<file path="src/hdl/llq_pkg.sv">
`timescale 1ns / 1ps
package llq_pkg;

  localparam int NUM_QUEUES_DEF  = 4;
  localparam int QUEUE_DEPTH_DEF = 8;
  localparam int TIME_W          = 16;
  localparam int TAG_W           = 16;
  localparam int QSEL_W          = 3;
  localparam int ENTRY_W         = TAG_W + TIME_W;
  localparam logic [TIME_W-1:0] LIMIT_RESET = 16'd1000;

  typedef enum logic [1:0] {
    CMD_PUSH_LEAST = 2'd0,
    CMD_PUSH_NAMED = 2'd1,
    CMD_TICK       = 2'd2
  } cmd_e;

  typedef enum logic [1:0] {
    ST_OK       = 2'd0,
    ST_LIMIT    = 2'd1,
    ST_NO_QUEUE = 2'd2,
    ST_FULL     = 2'd3
  } status_e;

  typedef enum logic {
    KIND_PUSH = 1'b0,
    KIND_DONE = 1'b1
  } kind_e;

  typedef struct packed {
    logic load_in;
    logic scan_step;
    logic push_do;
    logic tick_dec;
    logic rd_head;
    logic pop;
    logic rd_next;
    logic load_head;
    logic done_emit;
  } dp_cmd_t;

  typedef struct packed {
    logic [1:0] in_cmd;
    logic       out_free;
    logic       q_busy;
    logic       q_done;
    logic       q_more;
  } dp_sts_t;

endpackage

</file>
<file path="src/hdl/llq_in_if.sv">
`timescale 1ns / 1ps
interface llq_in_if;
  logic        valid;
  logic        ready;
  logic [1:0]  cmd;
  logic [2:0]  queue_sel;
  logic [15:0] job_time;
  logic [15:0] job_tag;

  modport source (output valid, cmd, queue_sel, job_time, job_tag, input ready);
  modport sink   (input valid, cmd, queue_sel, job_time, job_tag, output ready);
endinterface

</file>
<file path="src/hdl/llq_out_if.sv">
`timescale 1ns / 1ps
interface llq_out_if;
  logic        valid;
  logic        ready;
  logic        kind;
  logic [1:0]  status;
  logic [2:0]  queue_index;
  logic [15:0] done_tag;
  logic [15:0] done_time;
  logic        last;

  modport source (output valid, kind, status, queue_index, done_tag, done_time, last,
                  input ready);
  modport sink   (input valid, kind, status, queue_index, done_tag, done_time, last,
                  output ready);
endinterface

</file>
<file path="src/hdl/least_loaded_job_queues.sv">
// least loaded job queues
// req_i carries commands: push to the least loaded queue, push to a named
// queue, or tick. rsp_o returns results: one push response per push, and
// one completion per finished head job on a tick, in ascending queue order,
// with last set on the final result of the item. cfg_we_i/cfg_wdata_i write
// the load limit; users must do so only while the block is idle (unchecked).
// one item at a time: req_i.ready is high only while idle.
// named push: straight to the push step; least-loaded push: first the
// scan of the loads, one queue per cycle, then the push step.
// tick: queues are checked in turn; a finished job is read from the job
// store (one read port) and emitted, then a next head is loaded if any.
// results wait in an output register; a stalled receiver holds the block
// in its current step, and nothing is lost.
// reset clears loads, counters and pointers and sets the limit to 1000;
// the job store needs no clearing.
`timescale 1ns / 1ps
module least_loaded_job_queues import llq_pkg::*; #(
  parameter int NUM_QUEUES  = NUM_QUEUES_DEF,
  parameter int QUEUE_DEPTH = QUEUE_DEPTH_DEF
) (
  input  logic              clk_i,
  input  logic              rst_ni,
  input  logic              cfg_we_i,
  input  logic [TIME_W-1:0] cfg_wdata_i,
  llq_in_if.sink            req_i,
  llq_out_if.source         rsp_o
);
  localparam int QW = (NUM_QUEUES > 1) ? $clog2(NUM_QUEUES) : 1;

  dp_cmd_t       cmd;
  dp_sts_t       sts;
  logic [QW-1:0] qidx;

  llq_ctrl #(.NUM_QUEUES(NUM_QUEUES)) u_ctrl (
    .clk_i      (clk_i),
    .rst_ni     (rst_ni),
    .in_valid_i (req_i.valid),
    .in_ready_o (req_i.ready),
    .sts_i      (sts),
    .cmd_o      (cmd),
    .qidx_o     (qidx)
  );

  llq_dp #(.NUM_QUEUES(NUM_QUEUES), .QUEUE_DEPTH(QUEUE_DEPTH)) u_dp (
    .clk_i       (clk_i),
    .rst_ni      (rst_ni),
    .cfg_we_i    (cfg_we_i),
    .cfg_wdata_i (cfg_wdata_i),
    .req         (req_i),
    .rsp         (rsp_o),
    .cmd_i       (cmd),
    .qidx_i      (qidx),
    .sts_o       (sts)
  );
endmodule

</file>
<file path="src/hdl/llq_ram.sv">
`timescale 1ns / 1ps
module llq_ram #(
  parameter int WIDTH = 32,
  parameter int DEPTH = 32,
  localparam int AW   = (DEPTH > 1) ? $clog2(DEPTH) : 1
) (
  input  logic             clk_i,
  input  logic             we_i,
  input  logic [AW-1:0]    waddr_i,
  input  logic [WIDTH-1:0] wdata_i,
  input  logic             re_i,
  input  logic [AW-1:0]    raddr_i,
  output logic [WIDTH-1:0] rdata_o
);
  logic [WIDTH-1:0] mem_q [DEPTH];
  logic [WIDTH-1:0] rdata_q;

  always_ff @(posedge clk_i) begin
    if (we_i) begin
      mem_q[waddr_i] <= wdata_i;
    end
    if (re_i) begin
      rdata_q <= mem_q[raddr_i];
    end
  end

  assign rdata_o = rdata_q;
endmodule

</file>
<file path="src/hdl/llq_ctrl.sv">
`timescale 1ns / 1ps
module llq_ctrl import llq_pkg::*; #(
  parameter int NUM_QUEUES = NUM_QUEUES_DEF,
  localparam int QW        = (NUM_QUEUES > 1) ? $clog2(NUM_QUEUES) : 1
) (
  input  logic          clk_i,
  input  logic          rst_ni,
  input  logic          in_valid_i,
  output logic          in_ready_o,
  input  dp_sts_t       sts_i,
  output dp_cmd_t       cmd_o,
  output logic [QW-1:0] qidx_o
);
  typedef enum logic [2:0] {
    S_IDLE, S_SCAN, S_PUSH, S_TCHK, S_TEMIT, S_TLOAD
  } state_e;

  state_e        state_q;
  logic [QW-1:0] qidx_q;
  logic          last_q;

  assign last_q = (qidx_q == QW'(NUM_QUEUES - 1));

  always_ff @(posedge clk_i or negedge rst_ni) begin
    if (!rst_ni) begin
      state_q <= S_IDLE;
      qidx_q  <= '0;
    end else begin
      unique case (state_q)
        S_IDLE: begin
          qidx_q <= '0;
          if (in_valid_i) begin
            unique case (sts_i.in_cmd)
              CMD_PUSH_LEAST: state_q <= S_SCAN;
              CMD_PUSH_NAMED: state_q <= S_PUSH;
              CMD_TICK:       state_q <= S_TCHK;
              default:        state_q <= S_IDLE;
            endcase
          end
        end
        S_SCAN: begin
          if (last_q) begin
            state_q <= S_PUSH;
          end else begin
            qidx_q <= qidx_q + 1'b1;
          end
        end
        S_PUSH: begin
          if (sts_i.out_free) state_q <= S_IDLE;
        end
        S_TCHK: begin
          if (sts_i.q_busy && sts_i.q_done) begin
            state_q <= S_TEMIT;
          end else if (last_q) begin
            state_q <= S_IDLE;
          end else begin
            qidx_q <= qidx_q + 1'b1;
          end
        end
        S_TEMIT: begin
          if (sts_i.out_free) begin
            if (sts_i.q_more) begin
              state_q <= S_TLOAD;
            end else if (last_q) begin
              state_q <= S_IDLE;
            end else begin
              qidx_q  <= qidx_q + 1'b1;
              state_q <= S_TCHK;
            end
          end
        end
        S_TLOAD: begin
          if (last_q) begin
            state_q <= S_IDLE;
          end else begin
            qidx_q  <= qidx_q + 1'b1;
            state_q <= S_TCHK;
          end
        end
        default: state_q <= S_IDLE;
      endcase
    end
  end

  always_comb begin
    cmd_o      = '0;
    in_ready_o = (state_q == S_IDLE);
    cmd_o.load_in   = (state_q == S_IDLE) && in_valid_i;
    cmd_o.scan_step = (state_q == S_SCAN);
    cmd_o.push_do   = (state_q == S_PUSH) && sts_i.out_free;
    cmd_o.tick_dec  = (state_q == S_TCHK) && sts_i.q_busy;
    cmd_o.rd_head   = (state_q == S_TCHK) && sts_i.q_busy && sts_i.q_done;
    cmd_o.done_emit = (state_q == S_TEMIT) && sts_i.out_free;
    cmd_o.pop       = cmd_o.done_emit;
    cmd_o.rd_next   = cmd_o.done_emit && sts_i.q_more;
    cmd_o.load_head = (state_q == S_TLOAD);
  end

  assign qidx_o = qidx_q;
endmodule

</file>
<file path="src/hdl/llq_dp.sv">
`timescale 1ns / 1ps
module llq_dp import llq_pkg::*; #(
  parameter int NUM_QUEUES  = NUM_QUEUES_DEF,
  parameter int QUEUE_DEPTH = QUEUE_DEPTH_DEF,
  localparam int QW = (NUM_QUEUES > 1) ? $clog2(NUM_QUEUES) : 1,
  localparam int PW = $clog2(QUEUE_DEPTH),
  localparam int CW = $clog2(QUEUE_DEPTH + 1),
  localparam int SD = NUM_QUEUES * QUEUE_DEPTH,
  localparam int AW = $clog2(SD)
) (
  input  logic               clk_i,
  input  logic               rst_ni,
  input  logic               cfg_we_i,
  input  logic [TIME_W-1:0]  cfg_wdata_i,
  llq_in_if.sink             req,
  llq_out_if.source          rsp,
  input  dp_cmd_t            cmd_i,
  input  logic [QW-1:0]      qidx_i,
  output dp_sts_t            sts_o
);
  logic [TIME_W-1:0] limit_q;
  logic [TIME_W-1:0] load_q [NUM_QUEUES];
  logic [TIME_W-1:0] head_q [NUM_QUEUES];
  logic [PW-1:0]     rp_q   [NUM_QUEUES];
  logic [PW-1:0]     wp_q   [NUM_QUEUES];
  logic [CW-1:0]     cnt_q  [NUM_QUEUES];

  logic [TIME_W-1:0] jt_q, best_q;
  logic [TAG_W-1:0]  tag_q;
  logic [QSEL_W-1:0] tq_q;
  logic              found_q;

  logic              out_valid_q, out_kind_q, out_last_q;
  logic [1:0]        out_status_q;
  logic [QSEL_W-1:0] out_qi_q;
  logic [TAG_W-1:0]  out_tag_q;
  logic [TIME_W-1:0] out_time_q;

  logic [QW-1:0]     qsel;
  logic [TIME_W:0]   sum;
  status_e           push_st;
  logic              ram_we, ram_re;
  logic [AW-1:0]     waddr, raddr, base_a, base_q;
  logic [ENTRY_W-1:0] rdata;
  logic [PW-1:0]     rp_nxt, wp_nxt;
  logic              later;
  logic [TIME_W-1:0] scan_ld;

  assign qsel   = tq_q[QW-1:0];
  assign base_q = AW'(qsel) * AW'(QUEUE_DEPTH);
  assign base_a = AW'(qidx_i) * AW'(QUEUE_DEPTH);
  assign rp_nxt = (rp_q[qidx_i] == PW'(QUEUE_DEPTH - 1)) ? '0 : rp_q[qidx_i] + 1'b1;
  assign wp_nxt = (wp_q[qsel] == PW'(QUEUE_DEPTH - 1)) ? '0 : wp_q[qsel] + 1'b1;
  assign sum    = {1'b0, load_q[qsel]} + {1'b0, jt_q};
  assign scan_ld = load_q[qidx_i];

  always_comb begin
    if (!found_q)                               push_st = ST_NO_QUEUE;
    else if (sum >= {1'b0, limit_q})            push_st = ST_LIMIT;
    else if (cnt_q[qsel] >= CW'(QUEUE_DEPTH))   push_st = ST_FULL;
    else                                        push_st = ST_OK;
  end

  always_comb begin
    later = 1'b0;
    for (int b = 0; b < NUM_QUEUES; b++) begin
      if (b > int'(qidx_i) && cnt_q[b] != '0 && head_q[b] <= TIME_W'(1)) later = 1'b1;
    end
  end

  assign ram_we = cmd_i.push_do && (push_st == ST_OK);
  assign waddr  = base_q + AW'(wp_q[qsel]);
  assign ram_re = cmd_i.rd_head || cmd_i.rd_next;
  assign raddr  = base_a + AW'(cmd_i.rd_next ? rp_nxt : rp_q[qidx_i]);

  llq_ram #(.WIDTH(ENTRY_W), .DEPTH(SD)) u_ram (
    .clk_i   (clk_i),
    .we_i    (ram_we),
    .waddr_i (waddr),
    .wdata_i ({tag_q, jt_q}),
    .re_i    (ram_re),
    .raddr_i (raddr),
    .rdata_o (rdata)
  );

  always_ff @(posedge clk_i or negedge rst_ni) begin
    if (!rst_ni) begin
      limit_q     <= LIMIT_RESET;
      out_valid_q <= 1'b0;
      found_q     <= 1'b0;
      for (int i = 0; i < NUM_QUEUES; i++) begin
        load_q[i] <= '0;
        head_q[i] <= '0;
        rp_q[i]   <= '0;
        wp_q[i]   <= '0;
        cnt_q[i]  <= '0;
      end
    end else begin
      if (cfg_we_i) limit_q <= cfg_wdata_i;
      if (cmd_i.push_do || cmd_i.done_emit) begin
        out_valid_q <= 1'b1;
      end else if (rsp.ready) begin
        out_valid_q <= 1'b0;
      end
      if (cmd_i.load_in) begin
        found_q <= (req.cmd == CMD_PUSH_NAMED) && ({1'b0, req.queue_sel} < 4'(NUM_QUEUES));
      end else if (cmd_i.scan_step && scan_ld < limit_q && (!found_q || scan_ld <= best_q)) begin
        found_q <= 1'b1;
      end
      if (ram_we) begin
        if (cnt_q[qsel] == '0) head_q[qsel] <= jt_q;
        wp_q[qsel]   <= wp_nxt;
        cnt_q[qsel]  <= cnt_q[qsel] + 1'b1;
        load_q[qsel] <= sum[TIME_W-1:0];
      end
      if (cmd_i.tick_dec && head_q[qidx_i] != '0) begin
        head_q[qidx_i] <= head_q[qidx_i] - 1'b1;
        if (load_q[qidx_i] != '0) load_q[qidx_i] <= load_q[qidx_i] - 1'b1;
      end
      if (cmd_i.pop) begin
        rp_q[qidx_i]  <= rp_nxt;
        cnt_q[qidx_i] <= cnt_q[qidx_i] - 1'b1;
      end
      if (cmd_i.load_head) head_q[qidx_i] <= rdata[TIME_W-1:0];
    end
  end

  always_ff @(posedge clk_i) begin
    if (cmd_i.load_in) begin
      jt_q   <= req.job_time;
      tag_q  <= req.job_tag;
      best_q <= '0;
      tq_q   <= (req.cmd == CMD_PUSH_NAMED) ? req.queue_sel : '0;
    end else if (cmd_i.scan_step && scan_ld < limit_q && (!found_q || scan_ld <= best_q)) begin
      best_q <= scan_ld;
      tq_q   <= QSEL_W'(qidx_i);
    end
    if (cmd_i.push_do) begin
      out_kind_q   <= KIND_PUSH;
      out_status_q <= push_st;
      out_qi_q     <= tq_q;
      out_tag_q    <= '0;
      out_time_q   <= '0;
      out_last_q   <= 1'b1;
    end else if (cmd_i.done_emit) begin
      out_kind_q   <= KIND_DONE;
      out_status_q <= ST_OK;
      out_qi_q     <= QSEL_W'(qidx_i);
      out_tag_q    <= rdata[ENTRY_W-1:TIME_W];
      out_time_q   <= rdata[TIME_W-1:0];
      out_last_q   <= !later;
    end
  end

  assign rsp.valid       = out_valid_q;
  assign rsp.kind        = out_kind_q;
  assign rsp.status      = out_status_q;
  assign rsp.queue_index = out_qi_q;
  assign rsp.done_tag    = out_tag_q;
  assign rsp.done_time   = out_time_q;
  assign rsp.last        = out_last_q;

  assign sts_o.in_cmd   = req.cmd;
  assign sts_o.out_free = !out_valid_q || rsp.ready;
  assign sts_o.q_busy   = cnt_q[qidx_i] != '0;
  assign sts_o.q_done   = head_q[qidx_i] <= TIME_W'(1);
  assign sts_o.q_more   = cnt_q[qidx_i] != CW'(1);
endmodule

</file>
<file path="src/flat_wrapper.sv">
// flat-port wrapper written by rule: the top's interface ports become plain ports
module least_loaded_job_queues_flat import llq_pkg::*;
#(
  parameter int NUM_QUEUES  = NUM_QUEUES_DEF,
  parameter int QUEUE_DEPTH = QUEUE_DEPTH_DEF
)
  (clk_i, rst_ni, cfg_we_i, cfg_wdata_i, req_i_valid, req_i_cmd, req_i_queue_sel, req_i_job_time, req_i_job_tag, req_i_ready, rsp_o_valid, rsp_o_kind, rsp_o_status, rsp_o_queue_index, rsp_o_done_tag, rsp_o_done_time, rsp_o_last, rsp_o_ready);
  llq_in_if req_i_i ();
  llq_out_if rsp_o_i ();
  input  logic clk_i;
  input  logic rst_ni;
  input  logic cfg_we_i;
  input  logic [TIME_W-1:0] cfg_wdata_i;
  input wire logic [$bits(req_i_i.valid)-1:0] req_i_valid;
  input wire logic [$bits(req_i_i.cmd)-1:0] req_i_cmd;
  input wire logic [$bits(req_i_i.queue_sel)-1:0] req_i_queue_sel;
  input wire logic [$bits(req_i_i.job_time)-1:0] req_i_job_time;
  input wire logic [$bits(req_i_i.job_tag)-1:0] req_i_job_tag;
  output wire logic [$bits(req_i_i.ready)-1:0] req_i_ready;
  output wire logic [$bits(rsp_o_i.valid)-1:0] rsp_o_valid;
  output wire logic [$bits(rsp_o_i.kind)-1:0] rsp_o_kind;
  output wire logic [$bits(rsp_o_i.status)-1:0] rsp_o_status;
  output wire logic [$bits(rsp_o_i.queue_index)-1:0] rsp_o_queue_index;
  output wire logic [$bits(rsp_o_i.done_tag)-1:0] rsp_o_done_tag;
  output wire logic [$bits(rsp_o_i.done_time)-1:0] rsp_o_done_time;
  output wire logic [$bits(rsp_o_i.last)-1:0] rsp_o_last;
  input wire logic [$bits(rsp_o_i.ready)-1:0] rsp_o_ready;
  assign req_i_i.valid = req_i_valid;
  assign req_i_i.cmd = req_i_cmd;
  assign req_i_i.queue_sel = req_i_queue_sel;
  assign req_i_i.job_time = req_i_job_time;
  assign req_i_i.job_tag = req_i_job_tag;
  assign req_i_ready = req_i_i.ready;
  assign rsp_o_valid = rsp_o_i.valid;
  assign rsp_o_kind = rsp_o_i.kind;
  assign rsp_o_status = rsp_o_i.status;
  assign rsp_o_queue_index = rsp_o_i.queue_index;
  assign rsp_o_done_tag = rsp_o_i.done_tag;
  assign rsp_o_done_time = rsp_o_i.done_time;
  assign rsp_o_last = rsp_o_i.last;
  assign rsp_o_i.ready = rsp_o_ready;
  least_loaded_job_queues #(.NUM_QUEUES(NUM_QUEUES), .QUEUE_DEPTH(QUEUE_DEPTH)) u_core (.clk_i(clk_i), .rst_ni(rst_ni), .cfg_we_i(cfg_we_i), .cfg_wdata_i(cfg_wdata_i), .req_i(req_i_i), .rsp_o(rsp_o_i));
endmodule
</file>
<file path="config.mk">
export PLATFORM = sky130hd
export DESIGN_NAME = least_loaded_job_queues_flat
export DESIGN_NICKNAME = d
export VERILOG_FILES = /design/src/hdl/llq_pkg.sv /design/src/hdl/llq_in_if.sv /design/src/hdl/llq_out_if.sv /design/src/hdl/least_loaded_job_queues.sv /design/src/hdl/llq_ram.sv /design/src/hdl/llq_ctrl.sv /design/src/hdl/llq_dp.sv /design/src/flat_wrapper.sv
export SDC_FILE = /design/constraint.sdc
export NUM_CORES = 2
export LEC_CHECK = 0
export BUFFER_PORTS_ARGS = -buffer_cell sky130_fd_sc_hd__buf_2
export CORE_MARGIN = 4
export CORE_UTILIZATION = 55
export DETAILED_ROUTE_END_ITERATION = 10
export PLACE_DENSITY = 0.71
export SETUP_SLACK_MARGIN = 0.02
export SYNTH_ARGS = -nofsm -noshare
export SYNTH_HDL_FRONTEND = slang
export SYNTH_SLANG_ARGS = --single-unit
export TNS_END_PERCENT = 5
</file>
<file path="constraint.sdc">
create_clock -name clk_i -period 10.93 [get_ports clk_i]
set_input_delay 0.5465 -clock clk_i [delete_from_list [all_inputs] [get_ports clk_i]]
set_output_delay 0.5465 -clock clk_i [all_outputs]
set_load 0.03 [all_outputs]
</file>
==> metrics.md <==
| Metric | Value |
|---|---|
| Status | `completed` |
| Total core area | `102000 um2` |
| Min Hold Slack | `33.1 ps` |
| Reg clk slew, reported paths | `60 ps` |
| Post-cts resize count | `0` |
| Tmin final | `6540 ps` |
| Seq/Total Area, Yosys | `68.6%` |
| GRT overflow | `0` |
| 1st-iter DRT viols | `4189` |
| Initial antenna violation count | `5` |
| Fmax | `153 MHz` |
| Max rail drop VDD | `0.163 mV` |
| Max transition margin | `17.5%` |
| Post-placement setup slack | `4410 ps` |
| Non-Filler Instances | `5555` |
| Area contributors post-synth | `edfxtp_1 (58%), dfrtp_1 (8.2%), mux2i_1 (8.1%)` |
| Post-Route Setup TNS | `0 ps` |
| Setup violators final | `0` |
| Cell taking the most area after synthesis | `edfxtp_1` |
| Final wirelength | `143000 um` |
| P&R area growth vs syn | `12.5%` |
| Required time of the worst setup path | `11300 ps` |
| Synthesized area | `56500 um2` |
| EDFF count, synth | `1096` |
| Syn_area_per_cell | `14.4 um2` |
| Post-Syn Instances | `3926` |
| Endpoints failing hold | `0` |
| Syn_nets | `4073` |
| Placed insts | `5265` |
| Remaining DRCs | `0` |
| Area of the multi-input gates | `17000 um2` |
| Clk_skew | `32.3 ps` |
| Final slew viol count | `0` |
| First-pass GRT wire length | `214000 um` |
| Vias in the first global route | `34100` |
| RSZ-0062 raised after global routing | `no` |
| CTS Root Buffer Type | `clkbuf_16` |
| Synth warn | `0` |
| Predominant post-synthesis flop cell | `edfxtp_1` |
| Die height | `328 um` |
| Initial core utilization | `55.4%` |
| Clk buf depth | `3` |
| Final WS setup | `4390 ps` |
| CTS H-Tree Depth | `4` |
| Die area | `108000 um2` |
| Vias/cell | `6.29` |
| Drt pass-1 iters | `5` |
| Number of cell rows | `117` |
| FILL cells | `7447` |
| Critical Path Fanout Max | `36` |
| Total CTS buffers | `136` |
| Port bufs | `98` |
| Most common cell after layout, fill and taps aside | `edfxtp_1` |
| Slew @ Worst Pin | `1240 ps` |
| FF/Latch Area | `38700 um2` |
| Routed wire per std cell | `25.8 um` |
| Final nets | `4225` |
| Max cap viols | `0` |
| Detailed-route via count | `35000` |
| Crit Path Category | `flip-flop to flip-flop` |
| CTS tree | `yes` |
| Largest net degree at the start of global routing | `147` |
| Yosys cell types | `72` |
| Most frequent cells in the layout | `edfxtp_1 (1096), nand2_1 (749), mux2i_1 (457)` |
| Clk Latency, worst-skew pair | `750 ps` |
| Worst Hold Class | `primary input to flip-flop` |
| Post-route ant nets | `0` |
| Post-synth ARST share | `14.3%` |
| Leak | `21.2 nW` |
| Die width | `328 um` |
| CTS Sinks | `1337` |
| Arrival @ worst endpoint | `6910 ps` |
| Area share of the leading cell type in the synthesized netlist | `58.3%` |
| Post-DP HPWL | `80100 um` |
| Diode count | `0` |
| IO Pins | `99` |
| Pwr Total | `0.0146 W` |
| Yosys reg bits | `1337` |
| Worst setup EP type | `flip-flop` |
| GRT Overall Usage | `26.4%` |
| Layout cells sized above 1 | `12.1%` |
| Startpoint Class | `flip-flop` |
| Pwr Density | `229 nW/um2` |
| GP Congestion | `0.881` |
| Final period utilization | `59.9%` |
-- Yosys cell counts, types with 6 or more instances --
master,count
o31ai_1,17
mux2_2,11
nor2_1,132
mux4_2,40
a21o_1,11
and3_1,6
ha_1,88
edfxtp_1,1096
buf_2,81
dfxtp_1,50
clkbuf_1,114
nand2b_1,8
nor3_1,28
or2_2,6
o221ai_1,25
mux2i_1,457
dfstp_2,6
a32oi_1,258
or3_1,10
nand4_1,78
nor2b_1,9
xnor2_1,28
xor2_1,18
o22ai_1,12
buf_1,15
dfrtp_1,185
o21ai_0,51
o21a_1,10
nand3_1,24
nor4_1,15
inv_1,54
a21oi_1,97
mux4_1,20
and2_1,11
nand2_1,750
a221oi_1,30
-- logic make-up (layout without fill, tap and decap cells) --
group	Yosys count	in the layout	share of synthesized area, %
AO/OA/AOI/OAI	546	546	7.33
buffers and inverters	273	534	2.15
multiplexers	528	528	10.8
AND/OR/NAND/NOR	1107	1107	8.42
adder cells (fa/ha/maj)	89	89	1.99
flip-flops	1337	1337	68.6
XOR/XNOR	46	46	0.714
-- path summary, 6_finish.rpt --
kind	start	endpoint	slack (ps)	depth (start not counted)
max	u_core.u_dp.tq_q[0]$_DFFE_PP_	u_core.u_dp.u_ram.mem_q[26][7]$_DFFE_PP_	4390	19
min	req_i_job_tag[5]	u_core.u_dp.tag_q[5]$_DFFE_PP_	30	1
max reg2reg	u_core.u_dp.tq_q[0]$_DFFE_PP_	u_core.u_dp.u_ram.mem_q[26][7]$_DFFE_PP_	4390	19
min reg2reg	u_core.u_dp.rsp.done_tag[1]$_SDFFE_PP0P_	u_core.u_dp.rsp.done_tag[1]$_SDFFE_PP0P_	450	2
max in group asynchronous	rst_ni	u_core.u_dp.load_q[0]$_DFF_PN0_	8920	3
min in group asynchronous	rst_ni	u_core.u_dp.limit_q[2]$_DFFE_PN0P_	400	2
-- cell type report --
type / count / share of cell area (%)
clock buffer: 182 / 5.71
timing repair buffer: 233 / 2.59
clock inverter: 65 / 0.999
multi-input combinational: 2316 / 26.7
inverter: 54 / 0.319
sequential: 1337 / 60.9
tap: 1368 / 2.70
-- power breakdown --
group	leakage [nW]	switching, W	internal, W
Combinational	6.54	0.00239	0.00137
Clock	2.06	0.00193	0.00248
Sequential	12.6	0.000337	0.00606
Total	21.2	0.00466	0.00991
-- flip-flops by register name, summed over array words and instances, names as in the netlist, 16 cells and up --
signal / cells
u_core.u_dp.rsp.done_tag: 16
u_core.u_dp.cnt_q: 16
u_core.u_dp.load_q: 64
u_core.u_dp.rsp.done_time: 16
u_core.u_dp.u_ram.rdata_o: 32
u_core.u_dp.head_q: 64
u_core.u_dp.jt_q: 16
u_core.u_dp.u_ram.mem_q: 1024
u_core.u_dp.tag_q: 16
u_core.u_dp.limit_q: 16
u_core.u_dp.best_q: 16
-- metal layers --
metal	wire length, um	GRT usage, %	part of all wire (%)	vias up
met1	59600	37.7	42	17600
met4	4120	8.44	2.9	0
met2	66200	41.3	46	1675
li1	-	-	-	15400
met3	13300	5.30	9.3	254
met5	0	0	0	-
-- timing repair --
| item | CTS | global route |
|---|---|---|
| hold endpoints to repair | 95 | 0 |
| hold buffers | 43 | 0 |
| setup endpoints to repair | 0 | 0 |
| buffers inserted | 0 | 0 |
-- through the flow --
step	utilization (%)	cell area, um2
final	62.3	63500
after global routing	62.3	63500
after CTS	62.3	63500
after detailed placement	57.7	58800
after global placement	57.7	58800
after floorplan	-	56500
-- worst max-delay path, cell delays in order (launching register included) --
cell and delay, ps:
edfxtp_1 320, buf_4 480, mux4_2 580, ha_1 230, fa_1 450, a211o_1 310
o211ai_1 160, a221o_1 290, nor2_1 60, nor3_1 170, xnor2_1 280, ha_1 350
a21o_1 170, a211oi_1 250, o2111ai_1 250, nor4_2 330, buf_4 250, nand2_1 390
nor3_2 240, buf_4 540
Note: power is estimated with default switching activity, not from simulation.
